--- config.mk ---
export PLATFORM = sky130hd
export DESIGN_NAME = i2c_master_write_phaser_top
export DESIGN_NICKNAME = d
export VERILOG_FILES = /design/src/hw/rtl/i2cmwp_pkg.sv /design/src/hw/rtl/i2cmwp_front.sv /design/src/hw/rtl/i2cmwp_back.sv /design/src/hw/rtl/i2c_master_write_phaser_top.sv
export SDC_FILE = /design/constraint.sdc
export NUM_CORES = 1
export LEC_CHECK = 0
export ABC_AREA = 1
export BUFFER_PORTS_ARGS = -buffer_cell sky130_fd_sc_hd__buf_2
export CAP_MARGIN = 20
export CORE_ASPECT_RATIO = 1.5
export CORE_UTILIZATION = 45
export CTS_CLUSTER_SIZE = 24
export DETAILED_ROUTE_END_ITERATION = 12
export GPL_TIMING_DRIVEN = 0
export SLEW_MARGIN = 10
export SYNTH_ARGS = -nofsm -noshare
export SYNTH_HDL_FRONTEND = slang
export SYNTH_SLANG_ARGS = --single-unit
--- constraint.sdc ---
create_clock -name clk -period 2.39 [get_ports clk]
set_clock_uncertainty 0.2 [all_clocks]
set_input_delay 0.239 -clock clk [delete_from_list [all_inputs] [get_ports clk]]
set_output_delay 0.239 -clock clk [all_outputs]
set_load 0.05 [all_outputs]
--- src/hw/rtl/i2cmwp_pkg.sv ---
`timescale 1ns / 1ps
// shared types and constants of the i2c master write phaser
// no dependencies

package i2cmwp_pkg;

  localparam int unsigned CMD_DEPTH_DEF = 2;
  localparam logic [15:0] HALF_PERIOD_RESET = 16'd250;
  localparam logic [3:0] ACK_BIT = 4'd8;

  localparam logic [1:0] CMD_START = 2'd0;
  localparam logic [1:0] CMD_STOP  = 2'd1;
  localparam logic [1:0] CMD_BYTE  = 2'd2;
  localparam logic [1:0] CMD_ADDR  = 2'd3;

  typedef struct packed {
    logic [1:0] command;
    logic [7:0] payload;
  } in_item_t;

  typedef struct packed {
    logic scl_level;
    logic sda_level;
    logic sda_released;
    logic sample_ack;
    logic last;
  } out_item_t;

  typedef enum logic [1:0] {
    OP_START,
    OP_STOP,
    OP_BYTE
  } op_t;

  // classified request handed from front to back
  typedef struct packed {
    logic       valid;
    op_t        op;
    logic [7:0] bits;
  } cmd_req_t;

  typedef enum logic {
    BK_IDLE,
    BK_RUN
  } bk_state_t;

endpackage

--- src/hw/rtl/i2cmwp_front.sv ---
`timescale 1ns / 1ps
// front end: accepts commands, classifies them and queues them for the back end
// depends on i2cmwp_pkg

module i2cmwp_front #(
  parameter int unsigned CMD_DEPTH = i2cmwp_pkg::CMD_DEPTH_DEF
) (
  input  logic                 clk,
  input  logic                 rst_n,
  input  logic                 push,
  output logic                 full,
  input  i2cmwp_pkg::in_item_t in_data,
  output i2cmwp_pkg::cmd_req_t head,
  input  logic                 take
);
  import i2cmwp_pkg::*;

  localparam int unsigned PW = $clog2(CMD_DEPTH);
  localparam int unsigned CW = $clog2(CMD_DEPTH + 1);
  localparam logic [PW-1:0] LAST_PTR = PW'(CMD_DEPTH - 1);
  localparam logic [CW-1:0] DEPTH_C = CW'(CMD_DEPTH);

  op_t        op_q_r   [CMD_DEPTH];
  logic [7:0] bits_q_r [CMD_DEPTH];
  logic [PW-1:0] wr_ptr_r, wr_ptr_nxt, rd_ptr_r, rd_ptr_nxt;
  logic [CW-1:0] cnt_r, cnt_nxt;
  op_t        op_c;
  logic [7:0] bits_c;
  logic       wr_en, rd_en;

  // address goes out as bits 7..1 followed by a write bit of 0
  always_comb begin
    case (in_data.command)
      CMD_START: begin
        op_c   = OP_START;
        bits_c = in_data.payload;
      end
      CMD_STOP: begin
        op_c   = OP_STOP;
        bits_c = in_data.payload;
      end
      CMD_BYTE: begin
        op_c   = OP_BYTE;
        bits_c = in_data.payload;
      end
      default: begin
        op_c   = OP_BYTE;
        bits_c = {in_data.payload[7:1], 1'b0};
      end
    endcase
  end

  assign full  = (cnt_r == DEPTH_C);
  assign wr_en = push && !full;
  assign rd_en = take && (cnt_r != '0);

  assign head.valid = (cnt_r != '0);
  assign head.op    = op_q_r[rd_ptr_r];
  assign head.bits  = bits_q_r[rd_ptr_r];

  always_comb begin
    wr_ptr_nxt = wr_ptr_r;
    rd_ptr_nxt = rd_ptr_r;
    cnt_nxt    = cnt_r;
    if (wr_en) begin
      wr_ptr_nxt = (wr_ptr_r == LAST_PTR) ? '0 : wr_ptr_r + 1'b1;
    end
    if (rd_en) begin
      rd_ptr_nxt = (rd_ptr_r == LAST_PTR) ? '0 : rd_ptr_r + 1'b1;
    end
    if (wr_en && !rd_en) begin
      cnt_nxt = cnt_r + 1'b1;
    end else if (rd_en && !wr_en) begin
      cnt_nxt = cnt_r - 1'b1;
    end
  end

  always_ff @(posedge clk) begin
    if (!rst_n) begin
      wr_ptr_r <= '0;
      rd_ptr_r <= '0;
      cnt_r    <= '0;
    end else begin
      wr_ptr_r <= wr_ptr_nxt;
      rd_ptr_r <= rd_ptr_nxt;
      cnt_r    <= cnt_nxt;
    end
  end

  always_ff @(posedge clk) begin
    if (wr_en) begin
      op_q_r[wr_ptr_r]   <= op_c;
      bits_q_r[wr_ptr_r] <= bits_c;
    end
  end

endmodule

--- src/hw/rtl/i2cmwp_back.sv ---
`timescale 1ns / 1ps
// back end: phase sequencer, half period timer and result register
// depends on i2cmwp_pkg

module i2cmwp_back (
  input  logic                  clk,
  input  logic                  rst_n,
  input  i2cmwp_pkg::cmd_req_t  head,
  output logic                  take,
  input  logic [15:0]           half_period,
  output logic                  empty,
  input  logic                  pop,
  output i2cmwp_pkg::out_item_t out_data
);
  import i2cmwp_pkg::*;

  bk_state_t state_r, state_nxt;
  op_t        op_r;
  logic [7:0] shift_r;
  logic [3:0] bit_r;
  logic [1:0] sub_r;
  logic       scl_r;
  logic [15:0] timer_r, timer_nxt;
  logic       out_valid_r;
  out_item_t  out_r, ph;
  logic       emit;

  // phase table
  always_comb begin
    ph = '0;
    case (op_r)
      OP_START: begin
        case (sub_r)
          2'd0: begin ph.scl_level = scl_r; ph.sda_level = 1'b1; end
          2'd1: begin ph.scl_level = 1'b1;  ph.sda_level = 1'b1; end
          2'd2: begin ph.scl_level = 1'b1;  ph.sda_level = 1'b0; end
          default: begin
            ph.scl_level = 1'b0;
            ph.sda_level = 1'b0;
            ph.last      = 1'b1;
          end
        endcase
      end
      OP_STOP: begin
        case (sub_r)
          2'd0: begin ph.scl_level = scl_r; ph.sda_level = 1'b0; end
          2'd1: begin ph.scl_level = 1'b1;  ph.sda_level = 1'b0; end
          default: begin
            ph.scl_level = 1'b1;
            ph.sda_level = 1'b1;
            ph.last      = 1'b1;
          end
        endcase
      end
      default: begin
        if (bit_r == ACK_BIT) begin
          // acknowledge clock, sda released and sampled with scl high
          ph.sda_level    = 1'b1;
          ph.sda_released = 1'b1;
          ph.scl_level    = (sub_r == 2'd1);
          ph.sample_ack   = (sub_r == 2'd1);
          ph.last         = (sub_r == 2'd2);
        end else begin
          ph.sda_level = shift_r[7];
          case (sub_r)
            2'd0:    ph.scl_level = scl_r;
            2'd1:    ph.scl_level = 1'b1;
            default: ph.scl_level = 1'b0;
          endcase
        end
      end
    endcase
  end

  // next state
  always_comb begin
    state_nxt = state_r;
    case (state_r)
      BK_IDLE: begin
        if (head.valid) begin
          state_nxt = BK_RUN;
        end
      end
      BK_RUN: begin
        if (emit && ph.last) begin
          state_nxt = BK_IDLE;
        end
      end
      default: state_nxt = BK_IDLE;
    endcase
  end

  // outputs of the sequencer
  always_comb begin
    take = 1'b0;
    emit = 1'b0;
    case (state_r)
      BK_IDLE: take = head.valid;
      BK_RUN:  emit = (timer_r == '0) && (!out_valid_r || pop);
      default: begin
        take = 1'b0;
        emit = 1'b0;
      end
    endcase
  end

  always_comb begin
    timer_nxt = timer_r;
    if (emit) begin
      timer_nxt = (half_period == '0) ? '0 : half_period - 1'b1;
    end else if (timer_r != '0) begin
      timer_nxt = timer_r - 1'b1;
    end
  end

  always_ff @(posedge clk) begin
    if (!rst_n) begin
      state_r     <= BK_IDLE;
      scl_r       <= 1'b1;
      timer_r     <= '0;
      out_valid_r <= 1'b0;
    end else begin
      state_r <= state_nxt;
      timer_r <= timer_nxt;
      if (emit) begin
        scl_r       <= ph.scl_level;
        out_valid_r <= 1'b1;
      end else if (pop) begin
        out_valid_r <= 1'b0;
      end
    end
  end

  always_ff @(posedge clk) begin
    if (take) begin
      op_r    <= head.op;
      shift_r <= head.bits;
      bit_r   <= '0;
      sub_r   <= '0;
    end else if (emit) begin
      if (op_r == OP_BYTE && sub_r == 2'd2) begin
        sub_r   <= '0;
        bit_r   <= bit_r + 1'b1;
        shift_r <= {shift_r[6:0], 1'b0};
      end else begin
        sub_r <= sub_r + 1'b1;
      end
    end
    if (emit) begin
      out_r <= ph;
    end
  end

  assign empty    = !out_valid_r;
  assign out_data = out_r;

endmodule

--- src/hw/rtl/i2c_master_write_phaser_top.sv ---
`timescale 1ns / 1ps
// Each command yields its bus phases one at a time: start gives 4, stop 3, and a data
// byte or address 27. A phase is put out only when the phase timer in the back end, reloaded
// from half_period_cycles at each phase, has run out and the result register is free.
// Pulling the next command from the command queue goes through the idle state of the back
// end, which the timer hides unless half_period_cycles is 0 or 1.
// Up to CMD_DEPTH commands queue in the front end while the back end is busy.
// depends on i2cmwp_pkg, i2cmwp_front, i2cmwp_back

module i2c_master_write_phaser_top #(
  parameter int unsigned CMD_DEPTH = i2cmwp_pkg::CMD_DEPTH_DEF
) (
  input  logic                  clk,
  input  logic                  rst_n,
  input  logic                  push,
  output logic                  full,
  input  i2cmwp_pkg::in_item_t  in_data,
  output logic                  empty,
  input  logic                  pop,
  output i2cmwp_pkg::out_item_t out_data,
  input  logic                  cfg_valid,
  output logic                  cfg_ready,
  input  logic [15:0]           cfg_data
);
  import i2cmwp_pkg::*;

  cmd_req_t    head;
  logic        take;
  logic [15:0] half_period_r;

  assign cfg_ready = 1'b1;

  always_ff @(posedge clk) begin
    if (!rst_n) begin
      half_period_r <= HALF_PERIOD_RESET;
    end else if (cfg_valid && cfg_ready) begin
      half_period_r <= cfg_data;
    end
  end

  i2cmwp_front #(
    .CMD_DEPTH(CMD_DEPTH)
  ) u_front (
    .clk    (clk),
    .rst_n  (rst_n),
    .push   (push),
    .full   (full),
    .in_data(in_data),
    .head   (head),
    .take   (take)
  );

  i2cmwp_back u_back (
    .clk        (clk),
    .rst_n      (rst_n),
    .head       (head),
    .take       (take),
    .half_period(half_period_r),
    .empty      (empty),
    .pop        (pop),
    .out_data   (out_data)
  );

endmodule

## Yosys cells after proc, flatten, opt, wreduce, memory -nomap -nowiden

Memory sizes are Yosys's and may differ from the RTL's. A register that Yosys moved wholly into a read port is not among the register bits.
Index checks and enable logic that the tools add are counted.

| storage, ports and cells | value |
|---|---|
| register bits after elaboration | 58 |
| latch bits | 0 |
| memory bits (writable) | 20 |
| memory bits (read-only) | 0 |
| bits of input ports | 31 |
| memories | 2 |

Memory list:

| memory | words | width | read ports | clocked after Yosys merged registers in | wr ports | RTL line | text |
|---|---|---|---|---|---|---|---|
| u_front.bits_q_r | 2 | 8 | 1 | 1 | 1 | i2cmwp_front.sv:24 | `logic [7:0] bits_q_r [CMD_DEPTH];` |
| u_front.op_q_r | 2 | 2 | 1 | 1 | 1 | i2cmwp_front.sv:23 | `op_t op_q_r [CMD_DEPTH];` |

| operators by class | value |
|---|---|
| $add $sub $neg | 8 |
| multipliers | 0 |
| div/mod/pow operators | 0 |
| $lt $le $gt $ge | 0 |
| equal/unequal tests | 8 |
| shift-type cells | 0 |
| multiplexer cells | 33 |
| bitwise operators | 2 |
| reductions and logical operators | 31 |

Operators with widths:

| operator | count |
|---|---|
| 2-to-1 mux 16 bit | 3 |
| logical NOT 16 bit | 2 |
| subtractor 16 x 1 -> 16 bit, second input constant | 2 |
| 2-to-1 mux 8 bit | 3 |
| nonzero test 16 bit | 1 |
| 2-to-1 mux 1 bit | 15 |
| one-hot mux 2 bit (2 select lines) | 3 |
| nonzero test 2 bit | 6 |
| OR reduction 3 bit | 3 |
| == test 2 bit, second input constant | 4 |
| 2-to-1 mux 2 bit | 4 |
| logical AND 1 bit | 7 |
| == test 2 x 1 -> 1 bit, second input constant | 3 |
| logical NOT 2 bit | 3 |
| one-hot mux 1 bit (2 select lines) | 3 |
| one-hot mux 2 bit (3 select lines) | 1 |
| adder 2 x 1 -> 2 bit, second input constant | 2 |
| adder 4 x 1 -> 4 bit, second input constant | 1 |
| == test 4 bit, second input constant | 1 |
| logical NOT 1 bit | 4 |
| AND reduction 2 bit | 2 |
| OR reduction 2 bit | 2 |
| 2-to-1 mux 3 bit | 1 |
| adder 1 bit, second input constant | 2 |
| other kinds (3) | 4 |

## Logic depth before layout (Yosys ltp)

Gate-level depths: netlist of run 1.

| depth | value |
|---|---|
| word-level depth | 7 |
| mapped depth | 11 |
| depth with buffers taken out | 11 |

## Modules after synthesis

Synthesis of run 1 repeated with hierarchy kept, for this count alone.

| unflattened totals | value |
|---|---|
| cell total of the unflattened synthesis | 539 |
| area total of the unflattened synthesis | 4349.2 sq um |

By module, submodules not included:

| module | times used | cells each | area an instance (sq um) |
|---|---|---|---|
| i2cmwp_back | 1 | 375 | 2705.1 |
| i2cmwp_front | 1 | 72 | 985.9 |
| i2c_master_write_phaser_top | 1 | 92 | 658.1 |

## Worst setup path after synthesis of run 1

No wires, ideal clock.

| path | value |
|---|---|
| path type | register to register |
| start | reg u_back.out_valid_r |
| end | reg u_back.shift_r[0] (enable) |
| arrival time | 1.555 ns |
| slack | 0.299 ns |
| cell stages (with the launch flop) | 8 |
| cells stage by stage | dfxtp_1 inv_1 nor2_1 nor2_2 inv_2 nor2_8 nand2_1 nand2_1 |

| on the way | value |
|---|---|
| longest elaborated chain between the ends | 6 |

Ends and longest elaborated chain:

| what | RTL line | text |
|---|---|---|
| from (decl) | i2cmwp_back.sv:24 | `logic out_valid_r;` |
| from (signal assigned) | i2cmwp_back.sv:121 | `out_valid_r <= 1'b0;` |
| from (signal assigned) | i2cmwp_back.sv:127 | `out_valid_r <= 1'b1;` |
| from (signal assigned) | i2cmwp_back.sv:129 | `out_valid_r <= 1'b0;` |
| logical NOT 1 bit | -- |  |
| via empty | i2c_master_write_phaser_top.sv:18 | `output logic empty,` |
| logical OR 1 bit | i2cmwp_back.sv:99 | `BK_RUN: emit = (timer_r == '0) && (!out_valid_r \|\| pop);` |
| logical AND 1 bit | i2cmwp_back.sv:99 |  |
| 2-to-1 mux 1 bit | i2cmwp_back.sv:97 | `case (state_r)` |
| via u_back.emit | i2cmwp_back.sv:26 | `logic emit;` |
| nonzero test 2 bit (no line) | -- |  |
| AND reduction 2 bit (no line) | -- |  |
| to (signal assigned) | i2cmwp_back.sv:137 | `shift_r <= head.bits;` |
| to (signal assigned) | i2cmwp_back.sv:144 | `shift_r <= {shift_r[6:0], 1'b0};` |
| to (decl) | i2cmwp_back.sv:19 | `logic [7:0] shift_r;` |

The timed path passes the listed nets, and every way through them passes these cells.
A chain may end at the register's enable or synchronous reset.

## Worst setup path in the final report of run 1

| path | value |
|---|---|
| start | reg u_back.timer_r[0] |
| end | reg u_back.shift_r[1] (enable) |

| on the way | value |
|---|---|
| longest elaborated chain between the ends | 5 |

Ends and longest elaborated chain:

| what | RTL line | text |
|---|---|---|
| from (decl) | i2cmwp_back.sv:23 | `logic [15:0] timer_r, timer_nxt;` |
| from (signal assigned) | i2cmwp_back.sv:124 | `timer_r <= timer_nxt;` |
| logical NOT 16 bit | i2cmwp_back.sv:99 |  |
| logical AND 1 bit | i2cmwp_back.sv:99 |  |
| 2-to-1 mux 1 bit | i2cmwp_back.sv:97 |  |
| via u_back.emit | i2cmwp_back.sv:26 |  |
| nonzero test 2 bit (no line) | -- |  |
| AND reduction 2 bit (no line) | -- |  |

The timed path passes the listed nets, and every way through them passes these cells.

==> impl.org, run 1 <==
** Setup path
- Worst setup path start :: u_back.timer_r[0]$_SDFFE_PN0P_
- Flop2flop setup slack :: 0.19 ns
- Type of element capturing the critical path :: flip-flop
- Data arrives at the worst endpoint at 2.02 ns.
- Worst flop-to-flop path startpoint :: u_back.timer_r[0]$_SDFFE_PN0P_
- Critical path launch point type :: flip-flop
- Type of the setup path with the least slack :: reg -> reg
- Endpoint of the lowest-slack register-to-register path :: u_back.shift_r[1]$_DFFE_PP_
- Critical path required time :: 2.22 ns
- Timing endpoint of the critical path :: u_back.shift_r[1]$_DFFE_PP_
- Biggest fanout along the worst timing path :: 13
- Counting cells, the worst reg-to-reg path comes to 8.

** Timing
- The worst pin sits at a relative slew slack of 39.5%.
- Setup repair after global routing left no endpoint under its margin.
- Final period utilization :: 91.9%
- The number of hold violations in the final report was 0.
- The count of final max-slew check failures is 0.
- Final WS setup :: 0.194 ns
- Finish-stage setup viols :: 0
- Post-layout min period :: 2.20 ns
- For the pin with the worst max-slew slack, the measured transition is 0.905 ns.
- For this run, the top clock speed supported by timing is 0.455 GHz.

** Synth
- Most frequently used flop master after synthesis :: sky130_fd_sc_hd__dfxtp_1
- Syn Inst Count :: 525
- In this run, synthesis inferred 35 flip-flops with an integrated enable.
- Yosys printed 0 warnings.
- The mapped netlist covers 4190 sq um.
- The synthesized netlist contains 35 unique library cells.
- The number of nets in the synthesized netlist is 567.
- After synthesis, the mean cell area works out to 7.98 sq um.
- Area share of the largest cell type after synthesis :: 25.1%
- Largest area contributor in the netlist :: sky130_fd_sc_hd__edfxtp_1
- Number of register bits inferred by synthesis :: 81
- Of the synthesized area, sequential elements account for 47.1%.
- Largest cells by area after synthesis :: sky130_fd_sc_hd__edfxtp_1, sky130_fd_sc_hd__dfxtp_1, sky130_fd_sc_hd__nand2_1
- Proportion of register bits with asynchronous set or reset after synthesis :: 0%

** Pwr
- Peak supply drop :: 0.613 mV
- Cell area power density :: 1210 nW/um^2
- The design draws 0.00614 W.
- Summed over all cells, the static leakage comes to 2.25 nW.

** Drt
- Before antenna repair, the detailed router went through 4 iterations.
- Dividing the detail-routed wire length by the instance count gives 12.9 microns.
- The detail route stage leaves a number of antenna-violating nets equal to 0.
- For this run, design rule violations remaining after detail routing come to 0.
- The final layout contains routed wiring with a total length of 9190 microns.
- After detailed routing, the number of vias per cell comes to 4.94.
- After the first detailed-routing iteration, the DRC count stood at 202.
- Via count of the routed design :: 3515

** Final layout
- Multi-input gate area :: 1910 sq um
- Layout net count :: 639
- In the final layout, the share of cells above drive strength 1 is 14.3%.
- N_diodes :: 0
- Summing all flip-flop and latch instances after layout gives 1970 sq um.
- Finished Layout Cells :: 712
- Fill cells in the final layout number 843.
- Once layout is complete, the utilization of the core stands at 56.9%.
- P&R area growth vs syn :: 21.2%

** Floorplanning
- Chip Height :: 120 microns
- Floorplan row count :: 42
- During I/O placement, the number of pins put on the boundary was 39.
- From left edge to right edge, the die measures 80.8 microns.
- The die covers 9710 sq um.
- The total area inside the core boundary comes to 8930 sq um.
- Starting utilization of the core area :: 46.9%

** Worst hold path
- The tightest min-delay check is of the in -> reg type.

** Clock tree
- The clock net in this run drives a total of 81 sinks.
- Clock latency on the worst-skew pair, taken at its later pin, is 0.34 ns.
- No sink is reached through more buffers than the 2 on the longest clock path.
- TritonCTS built the clock tree.
- TritonCTS created 9 clock buffers.
- Post-CTS Setup Inserts :: 0
- Clock Root Buffer :: sky130_fd_sc_hd__clkbuf_16
- After clock tree synthesis, the clock-pin slew on the worst setup and hold paths is 0.06 ns.
- H-tree depth reported by CTS :: 3

** Flow run
- Number of max-cap violations :: 0

** Status
- Result of the run :: completed

** Placement
- Routability-driven placement finished with a final weighted congestion of 0.864.
- Number of buffer cells added on primary ports :: 37
- Number of cells in the design after placement :: 672
- Pre-CTS worst setup slack :: -0.192 ns
- Total half-perimeter wirelength after legalization and detailed placement :: 6750 microns

** Global routing
- Global routing used 20.8% of the available tracks across all layers.
- Overflow left after global routing :: 0
- The first global-routing pass estimated 15300 microns of wire.
- Entering global routing, the biggest net connects 17 pins.
- The initial antenna violation count was 0.
- The via count of the first global-routing pass was 3446.
cells by family after synthesis:
| family | share of synthesized area, % |
|---|---|
| buffers and inverters | 7.61 |
| AND/OR/NAND/NOR | 27.1 |
| flip-flops | 47.1 |
| other | 0.0895 |
| multiplexers | 0.269 |
| XOR/XNOR | 3.76 |
| adder cells (fa/ha/maj) | 3.28 |
| AO/OA/AOI/OAI | 10.9 |
synthesized netlist by cell type (all sizes together), types with 2 or more instances:
master  instances
xor2           13
xnor2           5
nor3            2
nand3          32
dfxtp          46
edfxtp         35
nand4           9
inv            69
o21ai          44
nand2         113
nor2           88
clkbuf          9
ha             11
a21oi          40
buf             3
metal layers:
metal  share of wire (%)  global-route usage [%]  wire [microns]  up-vias
li1                    -                       -               -     1841
met1                  45                    24.8            4100     1604
met2                  51                    36.0            4700       59
met3                 2.2                    2.79             206       11
met4                 1.9                    10.5             174        0
met5                   0                       0               0        -
power breakdown:
| part | total (W) | leakage (nW) | internal (W) | switching [W] |
|---|---|---|---|---|
| Combinational | 0.00257 | 1.39 | 0.000884 | 0.00169 |
| Clock | 0.00143 | 0.150 | 0.000833 | 0.000596 |
| Sequential | 0.00214 | 0.709 | 0.00188 | 0.000265 |
| Total | 0.00614 | 2.25 | 0.00360 | 0.00255 |
critical path: stages (launching register included):
cell and delay, ns:
sky130_fd_sc_hd__dfxtp_1 0.32, sky130_fd_sc_hd__inv_1 0.10, sky130_fd_sc_hd__ha_1 0.21, sky130_fd_sc_hd__nand3_1 0.10, sky130_fd_sc_hd__nor2_2 0.15, sky130_fd_sc_hd__nand3_4 0.18
sky130_fd_sc_hd__nor2_8 0.26, sky130_fd_sc_hd__nand2_1 0.15, sky130_fd_sc_hd__nand2_2 0.22
how the worst min path moves through the flow:
stage,to,depth (start not counted),startpoint,slack (ns)
2_1_floorplan,u_front.bits_q_r[0][1]$_DFFE_PP_,0,in_data[1],0.14
3_3_place_gp,u_front.bits_q_r[1][3]$_DFFE_PP_,1,in_data[3],0.23
3_5_place_dp,u_front.bits_q_r[1][1]$_DFFE_PP_,1,in_data[1],0.23
4_1_cts,half_period_r[8]$_SDFFE_PN0P_,3,cfg_valid,0.003
5_1_grt,u_front.op_q_r[0][0]$_DFFE_PP_,2,in_data[9],0.03
6_report,half_period_r[8]$_SDFFE_PN0P_,3,cfg_valid,0.003
layout by cell type (no fill, tap or decap), types with 24 or more instances in the layout:
cell | synthesis | layout
sky130_fd_sc_hd__a21oi_1 | 39 | 38
sky130_fd_sc_hd__nor2_1 | 73 | 73
sky130_fd_sc_hd__inv_1 | 68 | 68
sky130_fd_sc_hd__edfxtp_1 | 35 | 35
sky130_fd_sc_hd__nand2_1 | 109 | 108
sky130_fd_sc_hd__buf_2 | 0 | 37
sky130_fd_sc_hd__o21ai_0 | 41 | 41
sky130_fd_sc_hd__dfxtp_1 | 46 | 46
sky130_fd_sc_hd__nand3_1 | 30 | 30
sky130_fd_sc_hd__dlygate4sd3_1 | 0 | 24
final cells by class:
type,instances,area share (%)
clock inverter,7,1.70
tap,110,2.71
sequential,81,38.8
multi-input combinational,363,37.7
buffer,12,1.21
timing repair buffer,61,8.37
inverter,69,5.10
clock buffer,9,4.43
stage by stage:
| step | TNS (ns) | area (sq um) | hold WS (ns) |
|---|---|---|---|
| after global placement | -0.0829 | 4510 | 0.228 |
| after floorplan | 0 | 4190 | 0.138 |
| after CTS | 0 | 5070 | 0.00338 |
| after global routing | 0 | 5080 | 0.0330 |
| after detailed placement | -0.192 | 4510 | 0.231 |
| final | 0 | 5080 | 0.00339 |
repair_timing:
action                                  4_1_cts  5_1_grt
endpoints found under the setup margin        1        9
resized for setup                             1        4
endpoints found under the hold margin        30        0
hold buffers                                 24        0
flip-flops by register name (all words and copies together) (netlist names), named ones only:
name,count
half_period_r,16
u_back.timer_r,16
u_front.bits_q_r,16
u_back.shift_r,8
u_back.out_data,5
u_back.bit_r,4
u_front.op_q_r,4
u_back.op_r,2
u_back.sub_r,2
u_front.cnt_r,2
u_back.out_valid_r,1
u_back.scl_r,1
u_back.state_r,1
u_front.rd_ptr_r,1
u_front.wr_ptr_r,1
No activity file was read; power rests on OpenSTA's default activity.
==> run 2, diff against run 1 <==
Settings changed: CORE_ASPECT_RATIO 1.5 to default.
==> impl.org, run 2 (synthesized netlist as in run 1, its figures left out) <==
** Clock tree
- The tree is rooted in a sky130_fd_sc_hd__clkbuf_8.
- Number of clock sinks :: 81
- Clk pin slew, worst setup/hold paths :: 0.09 ns
- Clock Tree Buf Depth :: 2
- Clock tree synthesis inserted a total of 9 buffers.
- Clk_lat worst skew :: 0.35 ns
- Clock tree from TritonCTS :: done
- H-tree depth reported by CTS :: 3

** Global routing
- Summed over all layers, the global routing overflow is 0.
- GRT Total Usage :: 20.1%
- Global-route wire length before repair :: 15400 microns
- Entering global routing, the biggest net connects 17 pins.
- The initial antenna violation count is 0.
- Vias in the first global route :: 3278

** Timing
- The worst pin sits at a relative slew slack of 35.3%.
- The final critical path takes up 91.6% of the cycle.
- Max Clk Rate :: 0.457 GHz
- Setup violations remaining at the end of the flow were counted as 0.
- The count of final max-slew check failures was 0.
- Summed over all failing endpoints, the final setup total negative slack is 0 ns.
- Setup repair after global routing could not meet its margin everywhere.
- Final-report hold violation count :: 0
- For the pin with the worst max-slew slack, the measured transition is 0.967 ns.
- The worst path needs 2.19 ns of the cycle, external delays included.

** Floorplanning
- The die covers 9700 sq um.
- The die is 98.5 microns tall.
- Core region area :: 8850 sq um
- Io pins :: 39
- Floorplan row count :: 34
- Width of the die :: 98.5 microns
- The initial utilization of the core area, before any placement, comes to 47.4%.

** Worst hold path
- The worst hold path belongs to the class in -> reg.

** Final layout
- The library cell used most frequently in the layout, excluding fill and tap cells, is sky130_fd_sc_hd__nand2_1.
- P&R area growth vs syn :: 19.7%
- After routing the design area is 5020 sq um.
- Number of fillers in the final layout :: 835
- N_diodes :: 0
- In the layout the commonest cells are sky130_fd_sc_hd__nand2_1, sky130_fd_sc_hd__nor2_1, sky130_fd_sc_hd__inv_1.
- At the end of the flow, the number of nets in the layout was 640.
- Finished Core Util :: 56.7%
- The post-route netlist has 14.1% of its cells at a drive strength greater than 1.
- Largest registers :: half_period_r (16), u_back.timer_r (16), u_front.bits_q_r (16)

** Setup path
- Type of the setup path with the least slack :: reg -> reg
- Data on the critical path arrives at its endpoint at 2.05 ns.
- Biggest fanout along the worst timing path :: 13
- Critical path required time :: 2.25 ns
- STA classifies the critical path startpoint as a flip-flop.
- Flop2flop setup slack :: 0.20 ns
- The worst setup path is captured at a flip-flop.

** Placement
- Placer Congestion :: 0.881
- In this run the tool buffered the top-level ports with 37 buffer cells.
- Total half-perimeter wirelength after legalization and detailed placement :: 6520 microns
- The placed instances occupy a cell area of 4510 sq um.

** Drt
- Antenna Nets Post-Route :: 0
- Number of iterations in the first detailed-routing pass :: 6
- First DRT Iteration DRCs :: 133
- Dividing the detail-routed wire length by the instance count gives 12.7 microns.
- WL final :: 9010 microns
- For this run, design rule violations remaining after detail routing come to 0.
- Number of vias per cell after detailed routing :: 4.82
- The routed layout has 3426 vias.

** Flow run
- Max-cap violations in this run came to 0.

** Status
- The flow ran to the end, and the final reports show no timing, DRC or antenna violations.

** Pwr
- After layout, the design draws a total of 0.00585 W.
- Pleak :: 2.22 nW
- Cell area power density :: 1170 nW/um^2
- Peak supply drop :: 0.734 mV
## run 2: final cells by class
| class | count | area [sq um] | area share (%) |
|---|---|---|---|
| clock buffers | 9 | 124 | 2.47 |
| inverters | 69 | 259 | 5.16 |
| multi-input cells | 363 | 1920 | 38.2 |
| clock inverters | 7 | 106 | 2.12 |
| repair buffers | 63 | 445 | 8.88 |
| well taps | 108 | 135 | 2.69 |
| plain buffers | 11 | 56.3 | 1.12 |
| flip-flops and latches | 81 | 1970 | 39.3 |
## run 2: per-stage QoR
stage	worst slack, ns	instances	hold slack [ns]
detailed placement	-0.166	670	0.230
global route	-0.0353	711	0.0310
finish	0.202	711	0.00565
global placement	-0.0696	670	0.227
CTS	0.0415	712	0.000545
floorplan	0.299	525	0.138
## run 2: worst max-delay path, stage by stage (launching register included)
cell	delay, ns
sky130_fd_sc_hd__dfxtp_1	0.33
sky130_fd_sc_hd__inv_1	0.10
sky130_fd_sc_hd__ha_1	0.23
sky130_fd_sc_hd__nand3_1	0.11
sky130_fd_sc_hd__nor2_2	0.15
sky130_fd_sc_hd__nand3_4	0.17
sky130_fd_sc_hd__nor2_8	0.25
sky130_fd_sc_hd__nand2_1	0.17
sky130_fd_sc_hd__nand2_4	0.17
## run 2: what timing repair did
action,CTS,global route
hold buffers,26,0
hold endpoints to repair,34,0
setup buffers,0,0
setup endpoints to repair,9,9
resized for setup,2,2
pin swaps,0,0
## run 2: routing by layer
| metal | track usage [%] | vias up | part of all wire (%) |
|---|---|---|---|
| li1 | - | 1841 | - |
| met1 | 28.2 | 1501 | 50 |
| met2 | 32.4 | 73 | 45 |
| met3 | 2.62 | 11 | 3.7 |
| met4 | 6.54 | 0 | 1.4 |
| met5 | 0 | - | 0 |
## run 2: where the power goes
part           total [W]  internal [W]  leakage [nW]  switching (W)
Combinational    0.00253      0.000883          1.40        0.00165
Clock            0.00118      0.000611         0.117       0.000565
Sequential       0.00214       0.00188         0.709       0.000263
## run 2: path summary, 6_finish.rpt
kind                                        from                       endpoint  cells after the start
hold / removal                       cfg_data[0]  half_period_r[0]$_SDFFE_PN0P_                      3
setup / recovery  u_back.timer_r[0]$_SDFFE_PN0P_    u_back.shift_r[4]$_DFFE_PP_                      8
hold reg to reg     u_back.bit_r[3]$_SDFFE_PP0P_   u_back.bit_r[3]$_SDFFE_PP0P_                      2
setup reg to reg  u_back.timer_r[0]$_SDFFE_PN0P_    u_back.shift_r[4]$_DFFE_PP_                      8
==> run 3, diff against run 2 <==
Settings changed: CORE_UTILIZATION 45 to 59, GPL_ROUTABILITY_DRIVEN from default to 0, HOLD_SLACK_MARGIN from default to 0.1, PLACE_DENSITY from default to 0.79.
==> impl.org, run 3 (synthesized netlist as in run 1, its figures left out) <==
** Timing
- At the pin with the least slew margin, the transition time is 0.933 ns.
- For the finished layout, the period the worst path requires is 2.38 ns.
- The count of final max-slew check failures came to 0.
- Final WS setup :: 0.00726 ns
- Finish-stage setup viols :: 0
- The number of hold violations in the final report was 0.
- Setup tns final :: 0 ns
- Remaining max-slew budget at the tightest pin :: 37.6%
- Setup repair after global routing could not meet its margin everywhere.
- Max Clk Rate :: 0.420 GHz
- Final period utilization :: 99.7%

** Worst hold path
- For hold timing, the worst endpoint is half_period_r[3]$_SDFFE_PN1P_.
- Worst hold stages :: 3
- In this run the most critical hold path is launched from cfg_valid.
- The min-delay analysis places its worst path in the category in -> reg.

** Drt
- Dividing the detail-routed via count by the number of cells gives 5.37.
- Via count of the routed design :: 3777
- WL final :: 10200 microns
- The first routing iteration left 249 violations.
- DRC violation count after routing :: 0
- The first detailed-routing pass took 5 iterations.
- In the final routed layout, each cell accounts on average for 14.5 microns.
- The count of nets left with antenna violations once routing finished came out at 0.

** Setup path
- Data on the critical path is required at its endpoint by 2.43 ns.
- The worst register-to-register path has a depth of 8.
- Type of the setup path with the least slack :: reg -> reg
- The worst setup path is launched from a flip-flop.
- The critical path goes through inv_1 -> a21oi_4 -> inv_1 -> ha_1 -> a21oi_1 -> o21ai_0 -> o21ai_0 -> a21oi_1.
- Endpoint of the lowest-slack register-to-register path :: u_front.cnt_r[1]$_SDFFE_PN0P_
- Among cell families on the critical path, the largest total delay comes from compound AO/OA/AOI/OAI gates.
- The critical path contains buffers and inverters numbering 2 combined.
- For flop-to-flop paths, the worst setup slack is 0.007 ns.
- STA puts the critical path data arrival time at 2.42 ns.
- On the worst path, the slowest cell contributes a delay of 0.40 ns.
- Worst flop-to-flop path startpoint :: u_front.cnt_r[0]$_SDFFE_PN0P_
- Biggest fanout along the worst timing path :: 11
- Type of element capturing the critical path :: flip-flop
- The slowest stage of the critical path belongs to the cell sky130_fd_sc_hd__ha_1.

** Global routing
- For this run the aggregate overflow at the end of global routing stands at 0.
- In this run the most used layer during global routing was met2.
- GRT Total Usage :: 29.6%
- Maximum number of pins on one net before global-route repair :: 17
- Met1 Use GR :: 36.1%
- The first global-routing pass estimated 16800 microns of wire.
- Global routing used 5.33% of the available met3 tracks.
- Initial antenna violation count :: 0
- Vias in the first global route :: 3714
- In the global route stage, met2 resource usage came out at 51.2%.

** Floorplanning
- After floorplanning, the core was sized to cover 6830 sq um.
- Pin placement for this block handled 39 I/O pins.
- The die covers 7440 sq um.
- Once the floorplan was initialized, standard cells occupied 61.3% of the core.
- From left edge to right edge, the die measures 86.3 microns.
- The floorplan step set the die height to 86.3 microns.
- Floorplan row count :: 30

** Clock tree
- Clock Tree Buf Depth :: 2
- The later pin in the worst-skew pair is clocked with a latency of 0.35 ns.
- Clock Root Buffer :: sky130_fd_sc_hd__clkbuf_8
- In this run, CTS created clock tree buffers numbering 9.
- Clk pin slew, worst setup/hold paths :: 0.09 ns
- Clock tree from TritonCTS :: done
- Number of clock sinks :: 81
- H-tree depth reported by CTS :: 3
- Buffers added to address setup during post-CTS repair amount to 0.

** Placement
- In this run the tool buffered the top-level ports with 37 buffer cells.
- Pre-CTS worst setup slack :: -0.132 ns
- Total half-perimeter wirelength after legalization and detailed placement :: 6280 microns

** Flow run
- Number of max-cap violations :: 0

** Pwr
- Peak supply drop :: 0.591 mV
- For this design the ratio of total power to cell area is 1160 nW/um^2.
- Pleak :: 2.23 nW

** Final layout
- P&R area growth vs syn :: 20.0%
- Commonest non-fill, non-tap cell in the layout :: sky130_fd_sc_hd__nand2_1
- The largest registers in the layout are half_period_r (16), u_back.timer_r (16), u_front.bits_q_r (16).
- Fraction of final layout cells with drive strength greater than 1 :: 14.0%
- Top library cells by usage in the layout, fill and taps aside :: sky130_fd_sc_hd__nand2_1, sky130_fd_sc_hd__nor2_1, sky130_fd_sc_hd__inv_1
- After the last flow step, the layout net total stands at 645.
- The repair_antennas step left the layout with diodes totalling 0.

** Status
- Result of the run :: completed
run 3: cell count changes in the layout (fill, tap and decap cells not counted), sizes merged:
cell | before | now
bufinv | 2 | 1
dlygate4sd3 | 26 | 31
clkinvlp | 0 | 1
run 3: cell type report:
cell class	instances	area, sq um
Sequential cell	81	1970
Buffer	11	56.3
Tap cell	96	120
Multi-Input combinational cell	363	1920
Clock inverter	7	83.8
Clock buffer	9	124
Fill cell	502	1800
Timing Repair Buffer	68	495
Inverter	69	259
run 3: through the flow:
stage / utilization (%) / hold slack [ns] / std cells / total power (W) / area, sq um
floorplan: - / 0.138 / 525 / 0.00409 / 4190
global route: 73.6 / 0.275 / 704 / 0.00628 / 5030
finish: 73.6 / 0.257 / 704 / 0.00585 / 5030
global placement: 65.8 / 0.226 / 658 / 0.00453 / 4500
CTS: 73.5 / 0.190 / 705 / 0.00576 / 5020
detailed placement: 65.8 / 0.232 / 658 / 0.00463 / 4500
run 3: how the worst max path moves through the flow:
stage	start	to	slack, ns	depth (start not counted)
global route	u_front.cnt_r[0]$_SDFFE_PN0P_	u_front.cnt_r[1]$_SDFFE_PN0P_	-0.07	8
global placement	u_front.cnt_r[0]$_SDFFE_PN0P_	u_front.cnt_r[1]$_SDFFE_PN0P_	-0.03	9
floorplan	u_back.out_valid_r$_SDFFE_PN0P_	u_back.shift_r[0]$_SDFFCE_PN0P_	0.30	7
finish	u_front.cnt_r[0]$_SDFFE_PN0P_	u_front.cnt_r[1]$_SDFFE_PN0P_	0.007	8
detailed placement	u_front.cnt_r[0]$_SDFFE_PN0P_	u_front.cnt_r[1]$_SDFFE_PN0P_	-0.13	9
CTS	u_front.cnt_r[0]$_SDFFE_PN0P_	u_front.cnt_r[1]$_SDFFE_PN0P_	0.03	9
run 3: tightest hold or removal path, delay by kind of cell:
kind,cells,cell delay (ns)
AO/OA/AOI/OAI,1,0.20
buffers and inverters,2,0.33
run 3: power by group:
group	internal [W]	total [W]	switching, W
logic	0.000890	0.00264	0.00175
registers	0.00188	0.00215	0.000278
clock network	0.000505	0.00106	0.000556
total	0.00327	0.00585	0.00258
run 3: routing by layer:
| layer | vias up | share of wire (%) |
|---|---|---|
| li1 | 1851 | - |
| met1 | 1763 | 43 |
| met2 | 140 | 50 |
| met3 | 23 | 4.7 |
| met4 | 0 | 2.3 |
| met5 | - | 0 |
run 3: repair_timing:
item | CTS | global route
cloned | 0 | 0
pin swaps | 0 | 0
endpoints found under the hold margin | 42 | 0
gates resized for setup | 2 | 2
setup endpoints to repair | 9 | 9
hold buffers | 31 | 0
